## config.mk

```make
export PLATFORM = sky130hd
export DESIGN_NAME = bfs_hop_distance_engine_top
export DESIGN_NICKNAME = d
export VERILOG_FILES = /design/src/sv/bhde_pkg.sv /design/src/sv/bhde_lane.sv /design/src/sv/bhde_merge.sv /design/src/sv/bfs_hop_distance_engine_top.sv
export SDC_FILE = /design/constraint.sdc
export NUM_CORES = 2
export LEC_CHECK = 0
export ABC_AREA = 1
export BUFFER_PORTS_ARGS = -buffer_cell sky130_fd_sc_hd__buf_2
export CORE_MARGIN = 1
export CORE_UTILIZATION = 52
export DETAILED_ROUTE_END_ITERATION = 7
export HOLD_SLACK_MARGIN = 0.1
export PLACE_DENSITY = 0.68
export SLEW_MARGIN = 10
export SYNTH_ARGS = -nofsm -noshare
export SYNTH_HDL_FRONTEND = slang
export SYNTH_SLANG_ARGS = --single-unit
```

## constraint.sdc

```tcl
create_clock -name clk -period 6.5 [get_ports clk]
set_clock_uncertainty 0.1 [all_clocks]
set_input_delay 0.325 -clock clk [delete_from_list [all_inputs] [get_ports clk]]
set_output_delay 0.325 -clock clk [all_outputs]
set_load 0.02 [all_outputs]
```

## src/sv/bhde_pkg.sv

```systemverilog
// bhde_pkg: shared types and constants of the breadth-first hop distance engine
// used by the lane, merge, top level and checker files; no dependencies
`default_nettype none

package bhde_pkg;

  // fixed field widths
  localparam int IDX_W     = 5;
  localparam int ROW_W     = 32;
  localparam int DIST_W    = 5;
  localparam int CFG_W     = 6;
  localparam int ROW_DEPTH = 32;

  // stream packing
  localparam int IN_W      = 48;
  localparam int OUT_W     = 16;
  localparam int OUT_USED  = 2 * IDX_W + 1;

  localparam logic [DIST_W-1:0] DIST_MAX       = 5'd31;
  localparam logic [CFG_W-1:0]  NODE_COUNT_RST = 6'd32;

  // item kinds carried in tuser
  localparam logic OP_WRITE_ROW = 1'b0;
  localparam logic OP_QUERY     = 1'b1;

  typedef enum logic [1:0] {
    ST_IDLE,
    ST_SEARCH,
    ST_EMIT
  } state_t;

  // broadcast from the sequencer to every lane
  typedef struct packed {
    logic              start;
    logic              apply;
    logic              swap;
    logic [DIST_W-1:0] dist_in;
  } lane_ctrl_t;

  // frontier status from the merge stage
  typedef struct packed {
    logic any_cur;
    logic any_next;
  } merge_stat_t;

endpackage

`default_nettype wire

```

## src/sv/bhde_lane.sv

```systemverilog
// bhde_lane: per-node lane holding visited, frontier bits and hop distance
// depends on bhde_pkg
`default_nettype none

module bhde_lane (
  input  logic                     clk,
  input  logic                     rst,
  input  bhde_pkg::lane_ctrl_t     ctrl,
  input  logic                     is_src,
  input  logic                     keep,
  input  logic                     edge_bit,
  input  logic                     pick,
  output logic                     visited,
  output logic                     cur_f,
  output logic                     next_f,
  output logic [bhde_pkg::DIST_W-1:0] hop_dist
);
  import bhde_pkg::*;

  logic fresh;

  // node newly reached by the row being applied
  assign fresh = ctrl.apply & edge_bit & keep & ~visited;

  // visited and frontier bits
  always_ff @(posedge clk) begin
    if (rst) begin
      visited <= 1'b0;
      cur_f   <= 1'b0;
      next_f  <= 1'b0;
    end else if (ctrl.start) begin
      visited <= is_src;
      cur_f   <= is_src;
      next_f  <= 1'b0;
    end else begin
      if (fresh) begin
        visited <= 1'b1;
        next_f  <= 1'b1;
      end
      if (pick) begin
        cur_f <= 1'b0;
      end
      if (ctrl.swap) begin
        cur_f  <= next_f;
        next_f <= 1'b0;
      end
    end
  end

  // hop distance: zero for the source at query start, else written on first visit
  always_ff @(posedge clk) begin
    if (ctrl.start && is_src) begin
      hop_dist <= '0;
    end else if (fresh) begin
      hop_dist <= ctrl.dist_in;
    end
  end

endmodule

`default_nettype wire

```

## src/sv/bhde_merge.sv

```systemverilog
// bhde_merge: combines lane frontier bits, picks the next node to expand
// depends on bhde_pkg
`default_nettype none

module bhde_merge #(
  parameter int MAX_NODES = 32,
  localparam int NODE_W   = $clog2(MAX_NODES)
) (
  input  logic [MAX_NODES-1:0]   cur_vec,
  input  logic [MAX_NODES-1:0]   next_vec,
  output logic [MAX_NODES-1:0]   pick_vec,
  output logic [NODE_W-1:0]      pick_idx,
  output bhde_pkg::merge_stat_t  stat
);
  import bhde_pkg::*;

  logic found;

  // lowest set frontier bit as one-hot
  assign pick_vec = cur_vec & (~cur_vec + MAX_NODES'(1));

  // lowest set frontier bit as index
  always_comb begin
    pick_idx = '0;
    found    = 1'b0;
    for (int i = 0; i < MAX_NODES; i++) begin
      if (cur_vec[i] && !found) begin
        pick_idx = NODE_W'(i);
        found    = 1'b1;
      end
    end
  end

  // frontier occupancy
  assign stat.any_cur  = |cur_vec;
  assign stat.any_next = |next_vec;

endmodule

`default_nettype wire

```

## src/sv/bfs_hop_distance_engine_top.sv

```systemverilog
// bfs_hop_distance_engine_top: BFS hop distances over a stored adjacency matrix
// row write: accepted while idle, ready again the next cycle
// query: search reads one adjacency row per reached node, source included, from the single
//   read port; then one result per active node per cycle unless m_tready stalls the output
// reset (rst, synchronous): idle, no results pending, node_count = 32
`default_nettype none

module bfs_hop_distance_engine_top #(
  parameter int MAX_NODES = 32
) (
  input  logic                          clk,
  input  logic                          rst,
  // s_tdata: row_index[4:0], row_bits[36:5], source[41:37], zero fill
  input  logic                          s_tvalid,
  output logic                          s_tready,
  input  logic [bhde_pkg::IN_W-1:0]     s_tdata,
  // s_tuser: opcode[0]
  input  logic                          s_tuser,
  // m_tdata: target[4:0], distance[9:5], reachable[10], zero fill
  output logic                          m_tvalid,
  input  logic                          m_tready,
  output logic [bhde_pkg::OUT_W-1:0]    m_tdata,
  output logic                          m_tlast,
  // node_count register write
  input  logic                          cfg_valid,
  output logic                          cfg_ready,
  input  logic [bhde_pkg::CFG_W-1:0]    cfg_data
);
  import bhde_pkg::*;

  localparam int NODE_W = $clog2(MAX_NODES);
  localparam int CNT_W  = $clog2(MAX_NODES + 1);
  localparam int CMP_W  = (CNT_W > CFG_W) ? CNT_W : CFG_W;
  localparam int ROWS   = (MAX_NODES < ROW_DEPTH) ? MAX_NODES : ROW_DEPTH;
  localparam int ROW_AW = $clog2(ROWS);

  state_t state, state_next;

  logic [CFG_W-1:0]   node_count;
  logic [CNT_W-1:0]   n_eff, n_q, n_keep, cnt;
  logic [CMP_W-1:0]   ncfg;
  logic [DIST_W-1:0]  level, level_inc;
  logic               pending;
  logic [ROW_W-1:0]   rd_row;
  logic [ROW_W-1:0]   adj_mem [ROWS];

  logic [IDX_W-1:0]   row_index, source;
  logic [ROW_W-1:0]   row_bits;

  logic               in_xfer, q_start, wr_en, pick_go, swap, search_done, load;
  logic               last_item;

  logic [MAX_NODES-1:0] keep, src_hit, lane_edge, lane_pick;
  logic [MAX_NODES-1:0] visited_vec, cur_vec, next_vec, pick_vec;
  logic [DIST_W-1:0]    lane_dist [MAX_NODES];
  logic [NODE_W-1:0]    pick_idx, emit_idx;
  merge_stat_t          stat;
  lane_ctrl_t           ctrl;

  // input field unpacking
  assign row_index = s_tdata[IDX_W-1:0];
  assign row_bits  = s_tdata[IDX_W+ROW_W-1:IDX_W];
  assign source    = s_tdata[2*IDX_W+ROW_W-1:IDX_W+ROW_W];

  assign s_tready  = (state == ST_IDLE);
  assign cfg_ready = 1'b1;
  assign in_xfer   = s_tvalid && s_tready;
  assign q_start   = in_xfer && (s_tuser == OP_QUERY);
  assign wr_en     = in_xfer && (s_tuser == OP_WRITE_ROW) && (32'(row_index) < 32'(ROWS));

  // node_count register
  always_ff @(posedge clk) begin
    if (rst) begin
      node_count <= NODE_COUNT_RST;
    end else if (cfg_valid && cfg_ready) begin
      node_count <= cfg_data;
    end
  end

  // active node count, clamped to 1 .. MAX_NODES
  always_comb begin
    ncfg = CMP_W'(node_count);
    if (ncfg == '0) begin
      n_eff = CNT_W'(1);
    end else if (ncfg > CMP_W'(MAX_NODES)) begin
      n_eff = CNT_W'(MAX_NODES);
    end else begin
      n_eff = CNT_W'(ncfg);
    end
  end

  assign n_keep = (state == ST_IDLE) ? n_eff : n_q;

  // adjacency memory, one write and one registered read port
  always_ff @(posedge clk) begin
    if (wr_en) begin
      adj_mem[row_index[ROW_AW-1:0]] <= row_bits;
    end
    if (pick_go) begin
      rd_row <= adj_mem[pick_idx[ROW_AW-1:0]];
    end
  end

  // search control
  assign pick_go     = (state == ST_SEARCH) && stat.any_cur;
  assign swap        = (state == ST_SEARCH) && !stat.any_cur && !pending && stat.any_next;
  assign search_done = (state == ST_SEARCH) && !stat.any_cur && !pending && !stat.any_next;
  assign load        = (state == ST_EMIT) && (!m_tvalid || m_tready);
  assign last_item   = (cnt == n_q - CNT_W'(1));
  assign level_inc   = (level == DIST_MAX) ? DIST_MAX : level + DIST_W'(1);

  assign ctrl.start   = q_start;
  assign ctrl.apply   = pending;
  assign ctrl.swap    = swap;
  assign ctrl.dist_in = level_inc;

  // state register
  always_ff @(posedge clk) begin
    if (rst) begin
      state <= ST_IDLE;
    end else begin
      state <= state_next;
    end
  end

  // next state
  always_comb begin
    state_next = state;
    case (state)
      ST_IDLE: begin
        if (q_start) state_next = ST_SEARCH;
      end
      ST_SEARCH: begin
        if (search_done) state_next = ST_EMIT;
      end
      ST_EMIT: begin
        if (load && last_item) state_next = ST_IDLE;
      end
      default: state_next = ST_IDLE;
    endcase
  end

  // read pipeline, level, result counter
  always_ff @(posedge clk) begin
    if (rst) begin
      pending <= 1'b0;
      level   <= '0;
      n_q     <= CNT_W'(1);
      cnt     <= '0;
    end else begin
      pending <= pick_go;
      if (q_start) begin
        level <= '0;
        n_q   <= n_eff;
        cnt   <= '0;
      end else begin
        if (swap) level <= level_inc;
        if (load) cnt <= cnt + CNT_W'(1);
      end
    end
  end

  // lanes, one per node
  for (genvar j = 0; j < MAX_NODES; j++) begin : g_lane
    assign keep[j]      = (32'(j) < 32'(n_keep));
    assign src_hit[j]   = keep[j] && (32'(source) == 32'(j));
    assign lane_pick[j] = pick_go && pick_vec[j];
    if (j < ROW_W) begin : g_edge
      assign lane_edge[j] = rd_row[j];
    end else begin : g_noedge
      assign lane_edge[j] = 1'b0;
    end

    bhde_lane u_lane (
      .clk      (clk),
      .rst      (rst),
      .ctrl     (ctrl),
      .is_src   (src_hit[j]),
      .keep     (keep[j]),
      .edge_bit (lane_edge[j]),
      .pick     (lane_pick[j]),
      .visited  (visited_vec[j]),
      .cur_f    (cur_vec[j]),
      .next_f   (next_vec[j]),
      .hop_dist (lane_dist[j])
    );
  end

  bhde_merge #(
    .MAX_NODES (MAX_NODES)
  ) u_merge (
    .cur_vec  (cur_vec),
    .next_vec (next_vec),
    .pick_vec (pick_vec),
    .pick_idx (pick_idx),
    .stat     (stat)
  );

  assign emit_idx = cnt[NODE_W-1:0];

  // result output register
  always_ff @(posedge clk) begin
    if (rst) begin
      m_tvalid <= 1'b0;
    end else if (load) begin
      m_tvalid <= 1'b1;
    end else if (m_tready) begin
      m_tvalid <= 1'b0;
    end
  end

  always_ff @(posedge clk) begin
    if (load) begin
      m_tdata <= {(OUT_W - OUT_USED)'(0),
                  visited_vec[emit_idx],
                  visited_vec[emit_idx] ? lane_dist[emit_idx] : DIST_W'(0),
                  IDX_W'(cnt)};
      m_tlast <= last_item;
    end
  end

endmodule

`default_nettype wire

```

Word level (Yosys, flattened, before mapping) --
Memories as Yosys holds them, arrays and structs flattened. A register that Yosys moved wholly into a read port is not among the register bits. Cells that the tools add are included.
Word-level totals: bits in registers 295, memory bits (writable) 1024, bits of input ports 60, logic and storage cells 833, memories 1
Memories:
- adj_mem | words 32, width 32, read ports 1, clocked after Yosys merged registers in 1, write ports 1, RTL line bfs_hop_distance_engine_top.sv:45 | logic [ROW_W-1:0] adj_mem [ROWS];
Cells by class: add/subtract/negate cells 4, magnitude comparators 35, eq/ne operators 38, multiplexer cells 239, bitwise gates (word level) 132, reduce and logical (&&, ||, !) cells 246
Operator list (count):
- 1-bit two-way mux | 197
- 1-bit logical AND | 137
- 1-bit bitwise AND | 96
- 5-bit by 6-bit < comparator with 1-bit output (first input constant) | 16
- 3-bit nonzero test | 32
- 5-bit two-way mux | 19
- 5-bit equality test (second input constant) | 17
- 2-bit nonzero test | 33
- 32-bit OR reduction | 2
- 4-bit by 6-bit < comparator with 1-bit output (first input constant) | 8
- 5-bit by 4-bit equality test with 1-bit output (second input constant) | 8
- 1-bit logical NOT | 35
- 1-bit NOT | 33
- 32-bit by 1-bit adder with 32-bit output (second input constant) | 1
- 32-bit bitwise AND | 1
- 4-bit two-way mux | 8
- 32-bit NOT | 1
- 5-bit binary-select mux with 5-bit select | 1
- 3-bit by 6-bit < comparator with 1-bit output (first input constant) | 4
- 5-bit by 3-bit equality test with 1-bit output (second input constant) | 4
- 6-bit two-way mux | 3
- 1-bit by 6-bit < comparator with 1-bit output (first input constant) | 2
- 2-bit by 6-bit < comparator with 1-bit output (first input constant) | 2
- 3-bit two-way mux | 4
- 24 further kinds | 30

Depth between registers and ports, before layout --
word-level depth 94, mapped depth 21, mapped depth without buffers 19

By module --
From an unflattened synthesis, not the netlist that was laid out.
Unflattened totals: cell total of the unflattened synthesis 5787, area total of the unflattened synthesis 59284.4 µm²
Modules (own cells, without submodules):
- bfs_hop_distance_engine_top | instances 1, cells each 3761, area an instance 46176.8 µm², seq. area each 32611.3 µm²
- bhde_lane | instances 32, cells each 57, area an instance 379.1 µm², seq. area each 160.2 µm²
- bhde_merge | instances 1, cells each 202, area an instance 975.9 µm², seq. area each 0.0 µm²

Least setup slack after synthesis --
No wires, ideal clock.
path kind register to register, start register g_lane[2].u_lane.cur_f, end register g_lane[0].u_lane.cur_f, data arrival time 2973 ps, path slack 3311 ps, cell stages (with the launch flop) 17, buffers on the path 1, period minus slack after synthesis 3189 ps, cell sequence dfxtp_1 -> nor2_4 -> nand2_4 -> nor2_8 -> nand2_1 -> nor2_4 -> inv_2 -> nor2_2 -> nand2_1 -> inv_1 -> nand4_1 -> inv_1 -> nor2_1 -> clkbuf_1 -> o221ai_1 -> o211ai_1 -> inv_1
On the way: elaborated cells on any way between the ends 10
RTL lines:
- start, declared | RTL line bhde_lane.sv:14 | output logic cur_f,
- start signal, assigned | RTL line bhde_lane.sv:33 | cur_f <= is_src;
- start signal, assigned | RTL line bhde_lane.sv:44 | cur_f <= next_f;
- 32-bit OR reduction | RTL line bhde_merge.sv:35 | assign stat.any_cur = |cur_vec;
- 1-bit logical AND | RTL line bfs_hop_distance_engine_top.sv:105 | assign pick_go = (state == ST_SEARCH) && stat.any_cur;
- named net pick_go | RTL line bfs_hop_distance_engine_top.sv:50 | logic in_xfer, q_start, wr_en, pick_go, swap, search_done, load;
- 1-bit logical AND | RTL line bfs_hop_distance_engine_top.sv:167 | assign lane_pick[j] = pick_go && pick_vec[j];
- 3-bit nonzero test (no source line)
- end signal, assigned | RTL line bhde_lane.sv:33
- end signal, assigned | RTL line bhde_lane.sv:44
- end, declared | RTL line bhde_lane.sv:14
The timed path passes the listed nets, and every way through them passes these cells. A chain may end at the register's enable or synchronous reset.

Final worst setup path --
start register g_lane[1].u_lane.cur_f, end register rd_row[11], in the netlist lane_edge[11] (read register of adj_mem) (data pin)
On the way: cells in the longest elaborated chain, start to end 92, elaborated cells on any way between the ends 124
Ends and longest elaborated chain:
- start, declared | RTL line bhde_lane.sv:14
- start signal, assigned | RTL line bhde_lane.sv:33
- start signal, assigned | RTL line bhde_lane.sv:44
- 1-bit logical AND | RTL line bhde_merge.sv:27 | if (cur_vec[i] && !found) begin
- 1-bit two-way mux | RTL line bhde_merge.sv:27
- 1-bit logical NOT | RTL line bhde_merge.sv:27
- 1-bit logical AND | RTL line bhde_merge.sv:27
- 1-bit two-way mux | RTL line bhde_merge.sv:27
- 1-bit logical NOT | RTL line bhde_merge.sv:27
- 1-bit logical AND | RTL line bhde_merge.sv:27
- 1-bit two-way mux | RTL line bhde_merge.sv:27
- (+76 left out)
- 1-bit logical AND | RTL line bhde_merge.sv:27
- 1-bit two-way mux | RTL line bhde_merge.sv:27
- 1-bit logical NOT | RTL line bhde_merge.sv:27
- 1-bit logical AND | RTL line bhde_merge.sv:27
- 1-bit two-way mux | RTL line bhde_merge.sv:27
- 1-bit logical NOT | RTL line bhde_merge.sv:27
- 1-bit logical AND | RTL line bhde_merge.sv:27
- 5-bit two-way mux | RTL line bhde_merge.sv:27
- end, declared | RTL line bfs_hop_distance_engine_top.sv:44 | logic [ROW_W-1:0] rd_row;
Several ways; a longest one is shown, not always the timed one.

==> results.md <==
* Status: complete, no violations
* Reg2reg start: g_lane[1].u_lane.cur_f
* Post-synth EDFFs at 1068
* Vias/cell at about 5.8
* Combinational power share at 0.252
* Worst-case vdd ir drop at roughly 0.47 mV
* GRT overflow at 0
* Reg-to-reg setup timing slack at approximately 1800 ps
* Die width at between 300 and 400 um
* Critical Path Start: g_lane[1].u_lane.cur_f
* Commonest cells after routing, fill and taps aside: inv_1, edfxtp_1, nand3_1
* Post-CTS Resized at 0
* Post-synth top area cell: edfxtp_1
* Worst-path clk slew at around 60 ps
* Clk pwr share at 0.327
* Die height at roughly 350 um
* Setup TNS at 0 ps
* Post-synthesis cell area at around 62000 um2
* Share of cells above drive strength 1 at 0.0631
* Unrepaired setup endpoints after global routing: false
* WL final at about 180000 um
* Fin cells at about 8200
* Area grow syn2layout at 10.5%
* Final hold violations at 0
* Sw Pwr at a little over 0.008 W
* Synthesized area per cell at 9.34 um2
* Ports at 80
* Min cycle time layout at about 4700 ps
* Hold Worst Slack at about 240 ps
* Worst-Skew Late Latency at between 700 and 800 ps
* First-pass GRT wire length at approximately 270000 um
* Worst Tran Pin Value at about 1300 ps
* DP HPWL at roughly 100000 um
* CP Data Arrival Time at between 5000 and 6000 ps
* Ys async rst share at 0
* Sequential area share after synthesis at 0.612
* FF+latch count, synth at 1351
* GPL Wtd Cong at between 0.9 and 1
* First drt pass iteration count at 6
* Post-route ant nets at 0
* Cells after Synth at ~6600
* H-tree Lvls at 4
* Hold Crit Class: in -> reg
* Area of the die at between 100000 and 150000 um2
* DR vias at approximately 48000
* Worst hold stages at 7
* Slew margin rel. at 0.156
* R2r worst-path depth at 20
* Commonest non-fill, non-tap cell in the layout: inv_1
* Placed Area at 63000 um2
* GRT Util Overall at 0.299
* Yosys cell types at between 50 and 60
* Total CTS buffers at around 140
* Overall power at roughly 0.024 W
* Core Box Area at 117000 um2
* Pin count of the biggest net entering global routing at 200
* CP Capture Point: lane_edge[11]
* Leak Pwr at between 20 and 30 nW
* Rows at approximately 130
* Reg power frac at 0.421
* Pwr/cell area at approximately 360 nW/um2
* Final period util at 0.728
* Fillers at roughly 9600
* Final setup viols at 0
* Sw frac at 0.332
* Max-Cap Viols at 0
* Layout net count at approximately 6600
* CP required at 6910 ps
* DP Cell Count at just under 8000
* Starting Density at 0.528
* CTS Buffer Depth at 3
* Fin area at roughly 68000 um2
* Setup bufs post-CTS at 0
* # DRC at 0
* Fmax at between 200 and 250 MHz
* Fin. max-slew vios at 0
* CP Class: reg -> reg
* CP endpoint kind: register
* Internal power at approximately 0.016 W
* Critical path launch point type: register
* Clk root buf: clkbuf_16
* Synth warn at 0
* Reg2reg end: lane_edge[11]
* Initial antenna violation count at 14
* Initial DRC Count at roughly 6200
* Vias in the first global route at roughly 44000
* CP max FO at between 150 and 200
* TritonCTS clock tree: yes
* PortBufs at 67
* Sink Count at 1351
* Ys flop type: edfxtp_1
* Share of the synthesized area in the top cell type at 0.520
* Mean routed wirelength per cell at between 20 and 25 um
* Largest cells by area after synthesis: edfxtp_1, dfxtp_1, inv_1
-- how the worst min path moves through the flow --
| stage | start | to |
|---|---|---|
| floorplan | cnt[2] | m_tdata[2] |
| global placement | g_lane[12].u_lane.hop_dist[1] | g_lane[12].u_lane.hop_dist[1] |
| detailed placement | g_lane[12].u_lane.hop_dist[0] | g_lane[12].u_lane.hop_dist[0] |
| CTS | s_tdata[38] | g_lane[23].u_lane.cur_f |
| global route | s_tdata[38] | g_lane[31].u_lane.cur_f |
| finish | s_tdata[38] | g_lane[31].u_lane.visited |
-- cell families (layout without fill, tap and decap cells) --
| logic type | Yosys count | after routing | synth area share |
|---|---|---|---|
| buffers and inverters | 1815 | 1848 | 0.117 |
| AND/OR/NAND/NOR | 2697 | 2697 | 0.206 |
| flip-flops | 1351 | 1351 | 0.612 |
| other | 2 | 13 | 0.000122 |
| AO/OA/AOI/OAI | 726 | 726 | 0.0635 |
| adder cells (fa/ha/maj) | 3 | 3 | 0.000609 |
| XOR/XNOR | 8 | 8 | 0.00114 |
-- metrics by stage --
stage | utilization | worst slack [ps]
after floorplan | - | 3310
after global placement | 0.539 | 1810
after detailed placement | 0.539 | 1810
after CTS | 0.583 | 1760
after global routing | 0.583 | 1460
final | 0.583 | 1760
-- worst max-delay path, cell delays in order (launching register included) --
cell and delay (ps):
dfxtp_1 360, nor2_4 190, nand2_4 110, nor2_8 170, nand2_1 130, nor2_4 150
inv_2 70, nor2_2 100, nand3_1 130, nor3_2 270, nor2_4 120, nand3_4 120
buf_12 650, buf_4 750, nand2_1 110, nand3_1 110, nand3_1 100, nand3_1 130
nand2_1 110, nand2_1 70, nand2_1 140
-- registers in the layout, summed over array words and instances, names as in the netlist --
signal / count
adj_mem: 1024
cnt: 6
g_lane.u_lane.cur_f: 32
g_lane.u_lane.hop_dist: 160
g_lane.u_lane.next_f: 32
g_lane.u_lane.visited: 32
lane_edge: 32
level: 5
m_tdata: 11
m_tlast: 1
m_tvalid: 1
n_q: 6
ncfg: 6
pending: 1
state: 2
-- layout make-up --
class / count / area (um2) / area share
clock inverters: 63 / 546 / 0.00801
clock buffers: 190 / 3970 / 0.0583
inverters: 1393 / 5240 / 0.0769
flip-flops and latches: 1351 / 37700 / 0.554
repair buffers: 202 / 1660 / 0.0243
diodes: 7 / 17.5 / 0.000257
well taps: 1524 / 1910 / 0.0280
multi-input cells: 3440 / 17100 / 0.250
-- timing repair --
action,4_1_cts,5_1_grt
hold buffers,58,0
endpoints found under the setup margin,0,0
endpoints found under the hold margin,1044,0
-- Yosys cell counts, types with 40 or more instances --
| library cell | count |
|---|---|
| nand3_1 | 997 |
| buf_2 | 125 |
| nor2_1 | 206 |
| buf_1 | 69 |
| o21ai_0 | 342 |
| buf_4 | 40 |
| nand4_1 | 441 |
| clkbuf_1 | 178 |
| edfxtp_1 | 1068 |
| a21oi_1 | 272 |
| nand2_1 | 986 |
| inv_1 | 1385 |
| dfxtp_1 | 283 |
-- metal layers --
metal / up-vias / global-route usage / part of all wire
met1: 22600 / 0.408 / 0.40
met5: - / 0 / 0.00041
met3: 453 / 0.0522 / 0.098
li1: 22000 / - / -
met2: 2536 / 0.469 / 0.46
met4: 12 / 0.131 / 0.042
-- power by group through the flow --
| stage | logic (W) | clock network (W) | registers, W |
|---|---|---|---|
| after floorplan | 0.00426 | 0 | 0.0103 |
| after detailed placement | 0.00600 | 0 | 0.0105 |
| after CTS | 0.00607 | 0.00803 | 0.0103 |
| after global routing | 0.00673 | 0.00837 | 0.0104 |
| after global placement | 0.00591 | 0 | 0.0105 |
| final | 0.00616 | 0.00798 | 0.0103 |
No activity file was read; power rests on OpenSTA's default activity.
